<file path="config.mk">
export PLATFORM = sky130hd
export DESIGN_NAME = multi_tap_text_entry
export DESIGN_NICKNAME = d
export VERILOG_FILES = /design/src/sv/mtte_pkg.sv /design/src/sv/multi_tap_text_entry.sv
export SDC_FILE = /design/constraint.sdc
export NUM_CORES = 1
export LEC_CHECK = 0
export BUFFER_PORTS_ARGS = -buffer_cell sky130_fd_sc_hd__buf_4
export CAP_MARGIN = 25
export CORE_MARGIN = 8
export CORE_UTILIZATION = 55
export DETAILED_ROUTE_END_ITERATION = 10
export GPL_TIMING_DRIVEN = 0
export PLACE_DENSITY = 0.74
export SETUP_SLACK_MARGIN = 0.02
export SYNTH_ARGS = -nofsm -noshare
export SYNTH_HDL_FRONTEND = slang
export SYNTH_SLANG_ARGS = --single-unit
</file>
<file path="constraint.sdc">
create_clock -name clk -period 16.65 [get_ports clk]
set_input_delay 4.1625 -clock clk [delete_from_list [all_inputs] [get_ports clk]]
set_output_delay 4.1625 -clock clk [all_outputs]
set_load 0.02 [all_outputs]
</file>
<file path="src/sv/mtte_pkg.sv">
// shared types, codes and key tables for the multi-tap text entry block
`timescale 1ns / 1ps

package mtte_pkg;

	// action codes
	localparam logic [1:0] ACT_KEY       = 2'd0;
	localparam logic [1:0] ACT_BACKSPACE = 2'd1;
	localparam logic [1:0] ACT_CLEAR     = 2'd2;

	// key codes
	localparam logic [3:0] NUM_KEYS = 4'd12;
	localparam logic [3:0] NO_KEY   = 4'd15;

	localparam logic [2:0] TAP_START = 3'd1;

	// result of one item
	typedef struct packed {
		logic [7:0] cursor_pos;
		logic [6:0] char_written;
		logic       wrote;
		logic       cleared_all;
		logic       leave_request;
	} mtte_res_t;

	// number of characters on each key
	function automatic logic [2:0] key_len(input logic [3:0] key);
		logic [2:0] len;
		case (key)
			4'd0, 4'd1, 4'd7, 4'd9: len = 3'd5;
			4'd2, 4'd3, 4'd4, 4'd5, 4'd6, 4'd8: len = 3'd4;
			4'd10: len = 3'd2;
			4'd11: len = 3'd1;
			default: len = 3'd0;
		endcase
		return len;
	endfunction

	// small modulo by repeated subtraction, values never exceed 5
	function automatic logic [2:0] mod_len(input logic [2:0] v, input logic [2:0] len);
		logic [2:0] r;
		r = v;
		for (int i = 0; i < 5; i++) begin
			if (len != 3'd0 && r >= len) begin
				r = r - len;
			end
		end
		if (len == 3'd0) begin
			r = 3'd0;
		end
		return r;
	endfunction

	// character list of each key
	function automatic logic [6:0] key_char(input logic [3:0] key, input logic [2:0] idx);
		logic [7:0] c;
		c = 8'd0;
		case (key)
			4'd0: begin
				case (idx)
					3'd0: c = "0"; 3'd1: c = "-"; 3'd2: c = "+"; 3'd3: c = "<"; 3'd4: c = ">";
					default: c = 8'd0;
				endcase
			end
			4'd1: begin
				case (idx)
					3'd0: c = "1"; 3'd1: c = "."; 3'd2: c = ","; 3'd3: c = "?"; 3'd4: c = "!";
					default: c = 8'd0;
				endcase
			end
			4'd2: begin
				case (idx)
					3'd0: c = "2"; 3'd1: c = "a"; 3'd2: c = "b"; 3'd3: c = "c";
					default: c = 8'd0;
				endcase
			end
			4'd3: begin
				case (idx)
					3'd0: c = "3"; 3'd1: c = "d"; 3'd2: c = "e"; 3'd3: c = "f";
					default: c = 8'd0;
				endcase
			end
			4'd4: begin
				case (idx)
					3'd0: c = "4"; 3'd1: c = "g"; 3'd2: c = "h"; 3'd3: c = "i";
					default: c = 8'd0;
				endcase
			end
			4'd5: begin
				case (idx)
					3'd0: c = "5"; 3'd1: c = "j"; 3'd2: c = "k"; 3'd3: c = "l";
					default: c = 8'd0;
				endcase
			end
			4'd6: begin
				case (idx)
					3'd0: c = "6"; 3'd1: c = "m"; 3'd2: c = "n"; 3'd3: c = "o";
					default: c = 8'd0;
				endcase
			end
			4'd7: begin
				case (idx)
					3'd0: c = "7"; 3'd1: c = "p"; 3'd2: c = "q"; 3'd3: c = "r"; 3'd4: c = "s";
					default: c = 8'd0;
				endcase
			end
			4'd8: begin
				case (idx)
					3'd0: c = "8"; 3'd1: c = "t"; 3'd2: c = "u"; 3'd3: c = "v";
					default: c = 8'd0;
				endcase
			end
			4'd9: begin
				case (idx)
					3'd0: c = "9"; 3'd1: c = "w"; 3'd2: c = "x"; 3'd3: c = "y"; 3'd4: c = "z";
					default: c = 8'd0;
				endcase
			end
			4'd10: begin
				case (idx)
					3'd0: c = "*"; 3'd1: c = " ";
					default: c = 8'd0;
				endcase
			end
			4'd11: begin
				case (idx)
					3'd0: c = "#";
					default: c = 8'd0;
				endcase
			end
			default: c = 8'd0;
		endcase
		return c[6:0];
	endfunction

endpackage

</file>
<file path="src/sv/multi_tap_text_entry.sv">
// multi-tap text entry for a 12-key phone pad, top level
`timescale 1ns / 1ps

// Multi-tap text entry. Each input item is a key press (action 0, key 0-9, star, hash, with a
// millisecond timestamp), a backspace (action 1) or a clear (action 2); each item gives exactly
// one result item with the cursor after the item, the character stored there, and flags for
// write/delete, clear and leave request. A press of the same key within repeat_timeout_ms of the
// previous press cycles that key's characters in place; any other press moves the cursor past an
// occupied cell (stopping at TEXT_LEN-1) and starts over at the key's second character (hash has
// only one, so it always writes hash).
// Timing: an item passes an input register and a result register, and a new item is taken
// every cycle while out_ready stays high; the longest path between the two registers is the
// 32-bit elapsed-time subtract and compare feeding the tap and character select. The text
// itself never has to be read back: cells below the cursor are always filled and cells above it
// always empty, so the message store reduces to the cursor and one occupied bit for the cell
// under it. Reset and clear therefore take effect at once, with no clearing pass. The timeout
// register is written through its own valid/ready port, which is always ready; write it only
// while no item is in flight.
module multi_tap_text_entry #(
	parameter int TEXT_LEN = 160
) (
	input  logic        clk,
	input  logic        arst_n,
	// configuration write
	input  logic        cfg_valid,
	output logic        cfg_ready,
	input  logic [15:0] repeat_timeout_ms,
	// input items
	input  logic        in_valid,
	output logic        in_ready,
	input  logic [1:0]  action,
	input  logic [3:0]  key_index,
	input  logic [31:0] time_ms,
	// result items
	output logic        out_valid,
	input  logic        out_ready,
	output logic [7:0]  cursor_pos,
	output logic [6:0]  char_written,
	output logic        wrote,
	output logic        cleared_all,
	output logic        leave_request
);

	import mtte_pkg::*;

	localparam int CUR_W = (TEXT_LEN > 1) ? $clog2(TEXT_LEN) : 1;
	localparam logic [CUR_W-1:0] LAST_CELL = CUR_W'(TEXT_LEN - 1);

	// configuration register
	logic [15:0] timeout_q;

	// input stage
	logic        valid_s1;
	logic [1:0]  action_s1;
	logic [3:0]  key_s1;
	logic [31:0] time_s1;

	// result stage
	logic      valid_s2;
	mtte_res_t res_s2;

	// editor state
	logic [CUR_W-1:0] cursor_q;
	logic             occupied_q;   // cell under the cursor holds a character
	logic [2:0]       tap_q;
	logic [3:0]       prev_key_q;
	logic [31:0]      prev_time_q;

	// handshake
	logic adv_s1;

	// next state and result
	logic [CUR_W-1:0] cursor_d;
	logic             occupied_d;
	logic [2:0]       tap_d;
	logic [3:0]       prev_key_d;
	logic [31:0]      prev_time_d;
	mtte_res_t        res_d;

	logic             key_ok;
	logic [2:0]       len;
	logic [31:0]      elapsed;
	logic             repeat_hit;
	logic [2:0]       tap_new;
	logic [2:0]       char_idx;
	logic [6:0]       char_new;

	// stage 1 moves on when the result register is free or being emptied
	assign adv_s1    = valid_s1 && (!valid_s2 || out_ready);
	assign in_ready  = !valid_s1 || adv_s1;
	assign cfg_ready = 1'b1;

	always_ff @(posedge clk or negedge arst_n) begin
		if (!arst_n) begin
			timeout_q <= 16'd1000;
		end else if (cfg_valid) begin
			timeout_q <= repeat_timeout_ms;
		end
	end

	// input register
	always_ff @(posedge clk or negedge arst_n) begin
		if (!arst_n) begin
			valid_s1 <= 1'b0;
		end else if (in_ready) begin
			valid_s1 <= in_valid;
		end
	end

	always_ff @(posedge clk) begin
		if (in_valid && in_ready) begin
			action_s1 <= action;
			key_s1    <= key_index;
			time_s1   <= time_ms;
		end
	end

	// key press decode
	always_comb begin
		key_ok     = (action_s1 == ACT_KEY) && (key_s1 < NUM_KEYS);
		len        = key_len(key_s1);
		elapsed    = time_s1 - prev_time_q;
		repeat_hit = (elapsed < {16'd0, timeout_q}) && (key_s1 == prev_key_q);
		tap_new    = repeat_hit ? mod_len(3'(tap_q + 3'd1), len) : TAP_START;
		char_idx   = mod_len(tap_new, len);
		char_new   = key_char(key_s1, char_idx);
	end

	// state update and result for the item in stage 1
	always_comb begin
		cursor_d    = cursor_q;
		occupied_d  = occupied_q;
		tap_d       = tap_q;
		prev_key_d  = prev_key_q;
		prev_time_d = prev_time_q;
		res_d       = '0;

		case (action_s1)
			ACT_KEY: begin
				if (key_ok) begin
					// new tap steps past a filled cell unless at the last one
					if (!repeat_hit && occupied_q && cursor_q != LAST_CELL) begin
						cursor_d = cursor_q + CUR_W'(1);
					end
					occupied_d         = 1'b1;
					tap_d              = tap_new;
					prev_key_d         = key_s1;
					prev_time_d        = time_s1;
					res_d.char_written = char_new;
					res_d.wrote        = 1'b1;
				end
			end
			ACT_BACKSPACE: begin
				if (cursor_q == '0) begin
					res_d.leave_request = 1'b1;
				end else begin
					// empty cell under cursor: delete the one before it
					if (!occupied_q) begin
						cursor_d = cursor_q - CUR_W'(1);
					end
					occupied_d  = 1'b0;
					tap_d       = TAP_START;
					prev_key_d  = NO_KEY;
					res_d.wrote = 1'b1;
				end
			end
			ACT_CLEAR: begin
				cursor_d          = '0;
				occupied_d        = 1'b0;
				tap_d             = TAP_START;
				prev_key_d        = NO_KEY;
				res_d.cleared_all = 1'b1;
			end
			default: begin
				// unused action, nothing changes
			end
		endcase

		res_d.cursor_pos = 8'(cursor_d);
	end

	always_ff @(posedge clk or negedge arst_n) begin
		if (!arst_n) begin
			cursor_q    <= '0;
			occupied_q  <= 1'b0;
			tap_q       <= TAP_START;
			prev_key_q  <= NO_KEY;
			prev_time_q <= 32'd0;
		end else if (adv_s1) begin
			cursor_q    <= cursor_d;
			occupied_q  <= occupied_d;
			tap_q       <= tap_d;
			prev_key_q  <= prev_key_d;
			prev_time_q <= prev_time_d;
		end
	end

	// result register
	always_ff @(posedge clk or negedge arst_n) begin
		if (!arst_n) begin
			valid_s2 <= 1'b0;
		end else if (!valid_s2 || out_ready) begin
			valid_s2 <= valid_s1;
		end
	end

	always_ff @(posedge clk) begin
		if (adv_s1) begin
			res_s2 <= res_d;
		end
	end

	assign out_valid     = valid_s2;
	assign cursor_pos    = res_s2.cursor_pos;
	assign char_written  = res_s2.char_written;
	assign wrote         = res_s2.wrote;
	assign cleared_all   = res_s2.cleared_all;
	assign leave_request = res_s2.leave_request;

endmodule
</file>
# == Word level (Yosys, flattened, before mapping) ==
# Memory sizes are Yosys's and may differ from the RTL's. A register that Yosys moved wholly into a read port is not among the register bits.
# Index checks and enable logic that the tools add are counted.
# classes
reduce_logical,31
n_mux,46
eq_ne,21
add_sub_neg,14
order_cmp,12
# op_table
cell,n
$pmux 7 s4,6
$pmux 7 s12,1
$pmux 7 s5,2
$pmux 6 s5,2
$mux 3,15
$lt 32x16->1,1
$mux 8,4
$sub 32x32->32,1
$ge 3x3->1,10
$sub 3x3->3,10
$pmux 8 s3,1
$eq 4x3->1 const B,4
$eq 4x4->1 const B,4
$logic_and 1x1->1,16
$mux 4,3
$pmux 4 s3,1
$pmux 6 s2,1
$pmux 3 s3,1
$add 8x1->8 const B,1
$eq 4x2->1 const B,2
$logic_not 8->1,1
$ne 8x8->1 const B,1
$sub 8x1->8 const B,1
$eq 3x2->1 const B,2
22 further kinds,33
# totals
romBits,48
memories,1
reg_bits,122
out_inout_bits,21
wordCells,141
inputBits,59
# mem_list
memory,words,word_bits,read_ports,rd_ports_with_merged_regs,wr,line,rtl
(name not given),16,3,1,1,0,mtte_pkg.sv:29,case (key)

# == Longest topological paths before layout ==
# Gate-level depths: netlist of the first run.
# depth
depth_word,37
mapped_depth,78
ltp_nobuf,76

# == Worst setup path after synthesis of the first run ==
# OpenSTA, ideal clock, no wires.
# synth_timing
kind,register -> register
start,reg len[1] (netlist name)
end,reg res_s2 (netlist bit char_written[3]) (data pin)
arrival_time_ps,14777
path_stages_with_launch,73
slack_ps,1609
required_time_ps,16385
period_less_slack_ps,15041
setup_ps,265
path_cell_list,dfxtp_1 > inv_1 > ha_1 > a21o_1 > a31o_2 > and2_1 > a21oi_1 > ha_1 > a21o_1 > a2111oi_0 > a311oi_1 > nand2_1 > mux2_2 > ha_1 > or2_2 > a2111oi_2 > a21boi_2 > nor4b_1 > (+37 left out) > ha_1 > nand2b_1 > a21o_1 > a21oi_1 > nor2_1 > mux2_2 > ha_1 > nand2b_1 > a21o_1 > a21oi_1 > and2_1 > o21a_1 > a21oi_1 > o31ai_4 > buf_6 > nor3_1 > nor4_1 > o22ai_1
# synth_via
elab_chain_len,36
# synth_rtl
item,line,rtl
$ge 3x3->1 or $reduce_bool 3->1 (tied branches),mtte_pkg.sv:44,if (len != 3'd0 && r >= len) begin
$logic_and 1x1->1,mtte_pkg.sv:44,
$mux 3,mtte_pkg.sv:44,
$ge 3x3->1,mtte_pkg.sv:44,
$logic_and 1x1->1,mtte_pkg.sv:44,
$mux 3,mtte_pkg.sv:44,
$ge 3x3->1,mtte_pkg.sv:44,
$logic_and 1x1->1,mtte_pkg.sv:44,
(+20 left out),n/a,
$mux 3,mtte_pkg.sv:44,
$ge 3x3->1,mtte_pkg.sv:44,
$logic_and 1x1->1,mtte_pkg.sv:44,
$mux 3,mtte_pkg.sv:44,
$mux 3 (*),mtte_pkg.sv:48,if (len == 3'd0) begin
"$eq 3x3->1, or another cell as far along","mtte_pkg.sv:60, mtte_pkg.sv:66, mtte_pkg.sv:114",
"$pmux 7 s5, or another cell as far along",mtte_pkg.sv:114,case (idx)
$pmux 7 s12 (*),mtte_pkg.sv:58,case (key)
end signal: assignment,multi_tap_text_entry.sv:209,res_s2 <= res_d;
end: declaration,multi_tap_text_entry.sv:60,mtte_res_t res_s2;
# Mark *: on every way between the ends. The rest lies on a longest branch, timed or not.
# A chain may end at the register's enable or synchronous reset.

# == Worst setup path after layout of the first run ==
# layout_timing
start,reg tap_q[0]
end,reg res_s2 (netlist bit char_written[3]) (data pin)
# layout_via
elab_chain_len,37
# layout_rtl
item,line,rtl
start: declaration,multi_tap_text_entry.sv:65,logic [2:0] tap_q;
start signal: assignment,multi_tap_text_entry.sv:192,tap_q <= tap_d;
$add 3x1->3 (*),multi_tap_text_entry.sv:124,"tap_new = repeat_hit ? mod_len(3'(tap_q + 3'd1), len) : TAP_START;"
$ge 3x3->1,mtte_pkg.sv:44,
$logic_and 1x1->1,mtte_pkg.sv:44,
$mux 3 (*),mtte_pkg.sv:44,
$ge 3x3->1,mtte_pkg.sv:44,
$logic_and 1x1->1,mtte_pkg.sv:44,
$mux 3 (*),mtte_pkg.sv:44,
$ge 3x3->1,mtte_pkg.sv:44,
(+21 left out),n/a,
$mux 3 (*),mtte_pkg.sv:44,
$ge 3x3->1,mtte_pkg.sv:44,
$logic_and 1x1->1,mtte_pkg.sv:44,
$mux 3 (*),mtte_pkg.sv:44,
$mux 3 (*),mtte_pkg.sv:48,
"$eq 3x3->1, or another cell as far along","mtte_pkg.sv:60, mtte_pkg.sv:66, mtte_pkg.sv:114",
"$pmux 7 s5, or another cell as far along",mtte_pkg.sv:114,
$pmux 7 s12 (*),mtte_pkg.sv:58,
# Marks and branches as above.

==> reports/results.tsv, run 1 <==
metric	value	unit
Worst-Margin Slew	0.872	ns
max-cap check violation count	0	
share of layout cells above drive strength 1	21.2	%
area of placed instances	0.0114	mm2
Detail Route Antenna Nets	0	
area leader, netlist	edfxtp_1	
Residual DRC	0	
critical path type	flip-flop to flip-flop	
PwrDens	162	mW/mm2
XOR/XNOR Fraction of Synth Area	3.68	%
cell total after placement	1473	
CTS Sinks	125	
max-slew violation count	0	
post-synthesis mux area share	5.23	%
Post-DP HPWL	20800	um
post-synthesis average cell area	9.04	um2
final hold vios	0	
Async SR Flop Fraction	52.8	%
headroom to the max-slew limit	41.9	%
crit end category	flip-flop	
clk root buf	clkbuf_16	
Synth Area in Compound Gates	22.5	%
Power, Total	1.97	mW
WP buf/inv	4	
Finished Layout Cells	1511	
first-pass GRT wire length	46400	um
crit path launch type	flip-flop	
Main synth FF type	edfxtp_1	
Synth top area share	16.0	%
Initial DRC Count	883	
Avg WL per Cell	18.6	um
pin count of the biggest net entering global routing	67	
gr usage total	23.8	%
clock latency on the worst-skew pair	0.44	ns
Worst-path clk slew	0.06	ns
Hold WS	0.489	ns
via count	9513	
Nets	1413	
Post-Synth Adder-Cell Area	11.5	%
crit-path most repeated cell	ha_1	
setup_tns	0	ns
largest family of logic cells by synthesized area	compound AO/OA/AOI/OAI gates	
cell family with most CP delay	compound AO/OA/AOI/OAI gates	
Max FO, Critical Path	8	
Worst Hold Class	flip-flop to flip-flop	
grt ovf	0	
count of cell types in the netlist	105	
initial antenna violation count	0	
Final Cell Area	0.0122	mm2
worst reg2reg path startpoint	tap_q[0]	
Finished Core Util	65.1	%
I/O Buffers	78	
Mapped Cells	1160	
IO Pins	80	
Die H	154	um
Pre-antenna DRT Iters	5	
GP Congestion	0.965	
Slowest-stage cell, CP	dfstp_2	
CP required	16.82	ns
largest stage delay on the critical path	0.58	ns
Final Setup Violations	0	
Max H-tree Level	4	
ant diodes	0	
min-delay src	valid_s1	
synthesized area	0.0105	mm2
Period Utilization, post-route	95.7	%
Yosys reg bits	125	
Core Rows	50	
Synth-to-Final Area Change	16.1	%
Clock Skews	0.0150	ns
Period minus WS final	15.93	ns
starting density of the core	56.0	%
via/cell ratio	6.30	
final WL	28200	um
Die X	154	um
CTS buffer count	17	
Critical Path Start	tap_q[0]	
leakage	5.14	nW
vias in the first global route	9177	
top cells by area, synth	edfxtp_1 16%, dfrtp_1 13%, ha_1 9.4%, mux2_2 4.5%, nand2_1 4.0%	
Post-Synth Simple-Gate Area	18.9	%
die area	0.0237	mm2
Max Freq	62.8	MHz
setup ws final	0.716	ns
syn nets	1309	
CORE AREA	0.0187	mm2
EDFF count, synth	56	
maximum vdd drop	0.0783	mV
post-place setup slack	-0.728	ns
status	finished, final reports clean	
CTS tree	yes	
CTS Buffer Depth	2	
Synth Warn #	0	
critical path arrival	16.10	ns
sequential share of the synthesized area	32.5	%
[path summary, 6_finish.rpt]
kind / cells past startpoint / slack [ns] / endpoint
max: 72 / 0.72 / char_written[3]
min: 1 / 0.49 / out_valid
max reg2reg: 72 / 0.72 / char_written[3]
min reg2reg: 1 / 0.49 / out_valid
max in group asynchronous: 1 / 12.24 / cursor_q[0]
min in group asynchronous: 1 / 3.85 / prev_time_q[4]
[placed cells by master, fill, tap and decap left out, drive strengths merged, types with 6 or more instances in the layout]
cell	count
o31ai	11
mux2	43
nor2b	11
xor2	17
a21oi	88
buf	111
a2111oi	10
nand2	112
inv	89
and3	11
a21o	15
mux2i	6
o211ai	13
a211oi	18
a22oi	11
or2	7
o21ai	71
edfxtp	56
fa	11
nand2b	19
a221oi	9
and2	13
nor4	15
nand4	21
and4	9
ha	79
dfstp	11
dfrtp	55
o21a	16
a21boi	7
xnor2	27
a31oi	9
clkbuf	43
nor2	77
o2111ai	11
nand3	29
nor3	28
nand3b	8
[kinds of logic after synthesis]
| family | count (synthesis) |
|---|---|
| other cells | 1 |
| buf+inv | 138 |
| xor+xnor | 44 |
| compound gates | 335 |
| flops | 125 |
| mux | 49 |
| simple gates | 378 |
| fa+ha+maj | 90 |
[synth_stat cells (26+ instances only)]
master / number
nand2_1: 111
inv_1: 87
a21oi_1: 81
ha_1: 79
nor2_1: 76
o21ai_0: 58
edfxtp_1: 56
dfrtp_1: 55
mux2_2: 42
nand3_1: 29
xnor2_1: 27
nor3_1: 26
[flip-flops by register name, summed over array words and instances (netlist names)]
register       count
prev_time_q       32
cursor_q           8
tap_q              3
cleared_all        1
len                3
time_s1           32
prev_key_q         4
key_s1             4
char_written       7
timeout_q         16
wrote              1
leave_request      1
occupied_q         1
action_s1          2
out_valid          1
valid_s1           1
cursor_pos         8
[metal layers]
metal	up-vias	global-route usage (%)	wire [um]
met3	57	4.46	2190
met5	-	0	0
li1	4510	-	-
met2	407	37.3	12800
met1	4539	32.4	12600
met4	0	7.84	585
[power by group]
group          switching [mW]  internal, mW
logic                   0.712         0.467
clock network           0.150         0.235
registers              0.0296         0.379
[final cells by class]
cell class,instances,area [um2]
multi-input combinational,897,6630
fill,1558,6540
sequential,125,3410
timing repair buffer,86,651
clock buffer,21,472
inverter,90,343
tap,234,293
buffer,47,244
clock inverter,11,133
[timing repair]
item | 4_1_cts | 5_1_grt
hold buffers | 0 | 0
endpoints found under the setup margin | 7 | 7
resized for setup | 4 | 27
gates cloned | 0 | 1
pin swaps | 1 | 5
buffers inserted | 3 | 3
Note: power is estimated with default switching activity, not from simulation.
==> inputs of run 2 (changes only) <==
Settings changed: CORE_ASPECT_RATIO set to 1.25.
==> reports/results.tsv, run 2 (synthesized netlist as in run 1, its figures left out) <==
metric	value	unit
pin count of the biggest net entering global routing	67	
max-slew violation count	0	
Finished Core Util	65.7	%
Period minus WS final	15.90	ns
Slowest-stage cell, CP	dfstp_2	
final hold vios	0	
Max Freq	62.9	MHz
die area	0.0238	mm2
Hold WS	0.485	ns
clock latency on the worst-skew pair	0.43	ns
largest stage delay on the critical path	0.57	ns
IO Pins	80	
Nets	1417	
critical path arrival	16.07	ns
PwrDens	165	mW/mm2
grt ovf	0	
crit path launch type	flip-flop	
Power, Total	2.03	mW
Worst-Margin Slew	0.879	ns
Pre-antenna DRT Iters	7	
commonest non-fill, non-tap cell in the layout	nand2_1	
Detail Route Antenna Nets	0	
clk root buf	clkbuf_16	
Worst Hold Class	flip-flop to flip-flop	
Period Utilization, post-route	95.5	%
vias in the first global route	9278	
crit end category	flip-flop	
CORE AREA	0.0187	mm2
CTS Sinks	125	
Avg WL per Cell	18.9	um
Max H-tree Level	4	
Max FO, Critical Path	10	
Clock Skews	0.0109	ns
Core Rows	56	
largest registers	prev_time_q x32, time_s1 x32, timeout_q x16	
I/O Buffers	78	
CTS tree	yes	
Post-DP HPWL	21400	um
Final Setup Violations	0	
Worst-path clk slew	0.06	ns
final WL	28700	um
ant diodes	0	
starting density of the core	56.0	%
critical path type	flip-flop to flip-flop	
max-cap check violation count	0	
leakage	5.18	nW
gr usage total	23.9	%
CTS Hold Buffers Added	0	
initial antenna violation count	0	
GP Congestion	0.974	
Die X	139	um
Die H	170	um
via count	9441	
Synth-to-Final Area Change	17.2	%
commonest cells after routing, fill and taps aside	108 x nand2_1, 92 x buf_4, 86 x inv_1	
via/cell ratio	6.24	
crit-path most repeated cell	ha_1	
headroom to the max-slew limit	41.4	%
CTS Buffer Depth	2	
Residual DRC	0	
status	finished, final reports clean	
first-pass GRT wire length	45800	um
Initial DRC Count	581	
CTS buffer count	17	
share of layout cells above drive strength 1	22.0	%
maximum vdd drop	0.140	mV
CP required	16.82	ns
[run 2: changes by cell type in the layout (fill, tap and decap cells not counted), moves of 2 or more]
cell | previous run | this run
a2111oi_0 | 6 | 4
a2111oi_1 | 0 | 2
a211oi_1 | 13 | 11
a211oi_2 | 5 | 7
buf_4 | 89 | 92
bufinv_16 | 2 | 4
clkbuf_1 | 23 | 21
clkinv_4 | 1 | 3
clkinvlp_4 | 5 | 1
inv_6 | 2 | 4
[run 2: through the flow]
step / cells / area (um2) / setup TNS, ns / setup WS, ns
detailed placement: 1471 / 11400 / -4.29 / -0.675
CTS: 1505 / 12100 / 0 / 0.115
global placement: 1470 / 11400 / -3.62 / -0.584
floorplan: 1160 / 10500 / 0 / 1.61
global route: 1513 / 12300 / -0.334 / -0.0626
finish: 1513 / 12300 / 0 / 0.748
[run 2: final cells by class]
type	instances	area, um2
fillers	1586	6430
clock buffers	17	425
repair buffers	88	681
flip-flops and latches	125	3410
inverters	90	339
well taps	232	290
clock inverters	15	210
plain buffers	48	248
multi-input cells	898	6680
[run 2: what timing repair did]
item,CTS,global route
setup endpoints to repair,7,7
buffers inserted,1,8
resized for setup,9,35
endpoints found under the hold margin,0,0
gates cloned,1,0
pin swaps,1,6
[run 2: final timing paths]
path	end	depth (start not counted)	from	slack (ns)
max	char_written[3]	74	tap_q[0]	0.75
max reg2reg	char_written[3]	74	tap_q[0]	0.75
min	prev_key_q[3]	2	prev_key_q[3]	0.48
min in group asynchronous	prev_time_q[13]	1	arst_n	3.84
min reg2reg	prev_key_q[3]	2	prev_key_q[3]	0.48
max in group asynchronous	prev_time_q[1]	1	arst_n	12.22
[run 2: power by group]
| group | switching [mW] | internal, mW | leakage [nW] | total (mW) |
|---|---|---|---|---|
| combinational | 0.736 | 0.482 | 3.53 | 1.22 |
| clock | 0.151 | 0.253 | 0.311 | 0.404 |
| sequential | 0.0284 | 0.379 | 1.34 | 0.408 |
[run 2: metal layers]
metal | track usage, % | wire length (um)
met5 | 0 | 0
met4 | 13.7 | 1240
met3 | 4.23 | 1330
met2 | 43.5 | 14800
met1 | 25.9 | 11300
[run 2: critical path, delay by kind of cell, from the launching register on]
family                     cells  cell delay (ns)
xor gates and xnor gates       1             0.18
AOI/OAI and AO/OA             27             5.63
and+or+nand+nor               21             3.06
muxes                          7             2.24
buffers and inverters          7             0.80
adders and majority gates     11             3.22
DFF                            1             0.57
==> inputs of run 3 (changes only) <==
Settings changed: ABC_AREA set to 1, CAP_MARGIN 25 to not set, CTS_BUF_LIST set to sky130_fd_sc_hd__clkbuf_2.
==> reports/results.tsv, run 3 <==
metric	value	unit
status	finished, final reports clean	
R2R setup slack	3.57	ns
EDFF count, synth	56	
Pre-antenna DRT Iters	8	
Worst-path clk slew	0.22	ns
Final Setup Violations	0	
initial antenna violation count	1	
CTS Sinks	125	
count of cell types in the netlist	53	
die area	0.0225	mm2
Worst Hold Class	flip-flop to flip-flop	
max-cap check violation count	0	
synthesized area	0.00984	mm2
clk root buf	clkbuf_2	
Main synth FF type	edfxtp_1	
critical path arrival	13.59	ns
crit path launch type	flip-flop	
GP Congestion	0.967	
setup ws final	3.57	ns
syn nets	1497	
vias in the first global route	9111	
final hold vios	0	
most instantiated library cell after synthesis	nand2_1	
Async SR Flop Fraction	52.8	%
largest registers	prev_time_q x32, time_s1 x32, timeout_q x16	
pin count of the biggest net entering global routing	67	
crit-path most repeated cell	nand2_1	
Max FO, Critical Path	11	
CTS buffer count	17	
CTS Buffer Depth	2	
Max H-tree Level	4	
post-cts resize count	0	
Avg WL per Cell	14.4	um
Die H	166	um
Worst-Margin Slew	0.917	ns
via count	8883	
grt ovf	0	
leakage	5.66	nW
Slowest-stage cell, CP	dfxtp_1	
CORE AREA	0.0175	mm2
largest stage delay on the critical path	0.94	ns
Mapped Cells	1348	
share of layout cells above drive strength 1	12.4	%
sequential share of the synthesized area	34.6	%
Nets	1594	
IO Pins	80	
post-place setup slack	3.57	ns
area leader, netlist	edfxtp_1	
Max Freq	76.5	MHz
via/cell ratio	5.28	
RSZ-0062 raised after global routing	false	
Residual DRC	0	
Die X	136	um
Synth Warn #	0	
Period minus WS final	13.08	ns
I/O Buffers	78	
maximum vdd drop	0.148	mV
Synth-to-Final Area Change	11.1	%
Core Rows	54	
starting density of the core	56.2	%
Commonest cells post-synth	320 x nand2_1, 215 x inv_1, 153 x nor2_1	
Synth top area share	17.1	%
clock latency on the worst-skew pair	0.75	ns
CTS tree	yes	
Power, Total	2.14	mW
Hold WS	0.515	ns
crit end category	flip-flop	
Post-CTS Setup Inserts	0	
r2r worst-path depth	75	
commonest cells after routing, fill and taps aside	320 x nand2_1, 214 x inv_1, 153 x nor2_1	
Post-DP HPWL	19500	um
Clock Skews	0.0544	ns
first-pass GRT wire length	41300	um
critical path type	flip-flop to flip-flop	
top cells by area, synth	edfxtp_1 17%, dfrtp_1 14%, nand2_1 12%, ha_1 10%, inv_1 8.2%	
Detail Route Antenna Nets	0	
commonest non-fill, non-tap cell in the layout	nand2_1	
CP required	17.16	ns
Yosys reg bits	125	
hold path depth	2	
PwrDens	196	mW/mm2
post-synthesis average cell area	7.30	um2
final WL	24300	um
Period Utilization, post-route	78.5	%
gr usage total	22.7	%
Initial DRC Count	498	
max-slew violation count	0	
Finished Core Util	62.5	%
CTS Hold Buffers Added	0	
headroom to the max-slew limit	38.5	%
setup_tns	0	ns
==> run 3: changes by cell type after synthesis, moves of 13 or more <==
| cell | previous run | this run |
|---|---|---|
| nand2_1 | 111 | 320 |
| inv_1 | 87 | 215 |
| nor2_1 | 76 | 153 |
| mux2_2 | 42 | 2 |
| nand3_1 | 29 | 67 |
| a21oi_1 | 81 | 110 |
| xnor2_1 | 27 | 2 |
| nand2_2 | 1 | 18 |
| nand2b_1 | 17 | 0 |
| a21o_1 | 14 | 1 |
| xor2_1 | 17 | 30 |
==> run 3: critical path, delay by kind of cell (launching register included) <==
family | cells | cell delay, ns
buffers and inverters | 17 | 1.73
AND/OR/NAND/NOR | 33 | 3.59
AO/OA/AOI/OAI | 12 | 2.45
adder cells (fa/ha/maj) | 11 | 3.87
flip-flops | 1 | 0.94
XOR/XNOR | 2 | 0.29
==> run 3: power breakdown <==
part / switching [mW] / internal [mW] / leakage (nW) / total (mW)
clock network: 0.129 / 0.0571 / 0.132 / 0.186
registers: 0.0288 / 0.392 / 1.31 / 0.420
logic: 1.02 / 0.517 / 4.21 / 1.54
==> run 3: final cells by class <==
type,instances,area (um2)
antenna,1,2.50
buffer,18,81.3
clock buffer,18,90.1
clock inverter,14,130
fill,1689,6570
inverter,226,851
multi-input combinational,979,5500
sequential,125,3410
tap,224,280
timing repair buffer,78,586
==> run 3: cells by family (layout without fill, tap and decap cells) <==
group | after synthesis | after routing | share of synthesized area (%)
compound gates | 224 | 224 | 12.5
simple gates | 630 | 630 | 28.0
xor+xnor | 32 | 32 | 2.85
buf+inv | 244 | 354 | 9.47
flops | 125 | 125 | 34.6
fa+ha+maj | 90 | 90 | 12.3
mux | 2 | 2 | 0.229
other cells | 1 | 2 | 0.0381
==> run 3: routing by layer <==
layer / track usage, % / up-vias / routed length, um
met5: 0 / - / 0
met4: 10.4 / 0 / 902
met3: 3.66 / 60 / 782
met2: 42.4 / 163 / 12700
met1: 24.6 / 4076 / 9850
li1: - / 4584 / -
==> run 3: path summary, 6_finish.rpt <==
kind                              start              end
hold / removal             timeout_q[9]     timeout_q[9]
setup reg to reg                 len[1]  char_written[2]
hold reg to reg            timeout_q[9]     timeout_q[9]
max in group asynchronous        arst_n         tap_q[1]
setup / recovery                 len[1]  char_written[2]
min in group asynchronous        arst_n   prev_time_q[5]
==> run 3: metrics by stage <==
step,instance area (um2),instances
floorplan,9840,1348
global placement,10700,1650
detailed placement,10700,1650
CTS,10900,1682
global route,10900,1683
finish,10900,1683
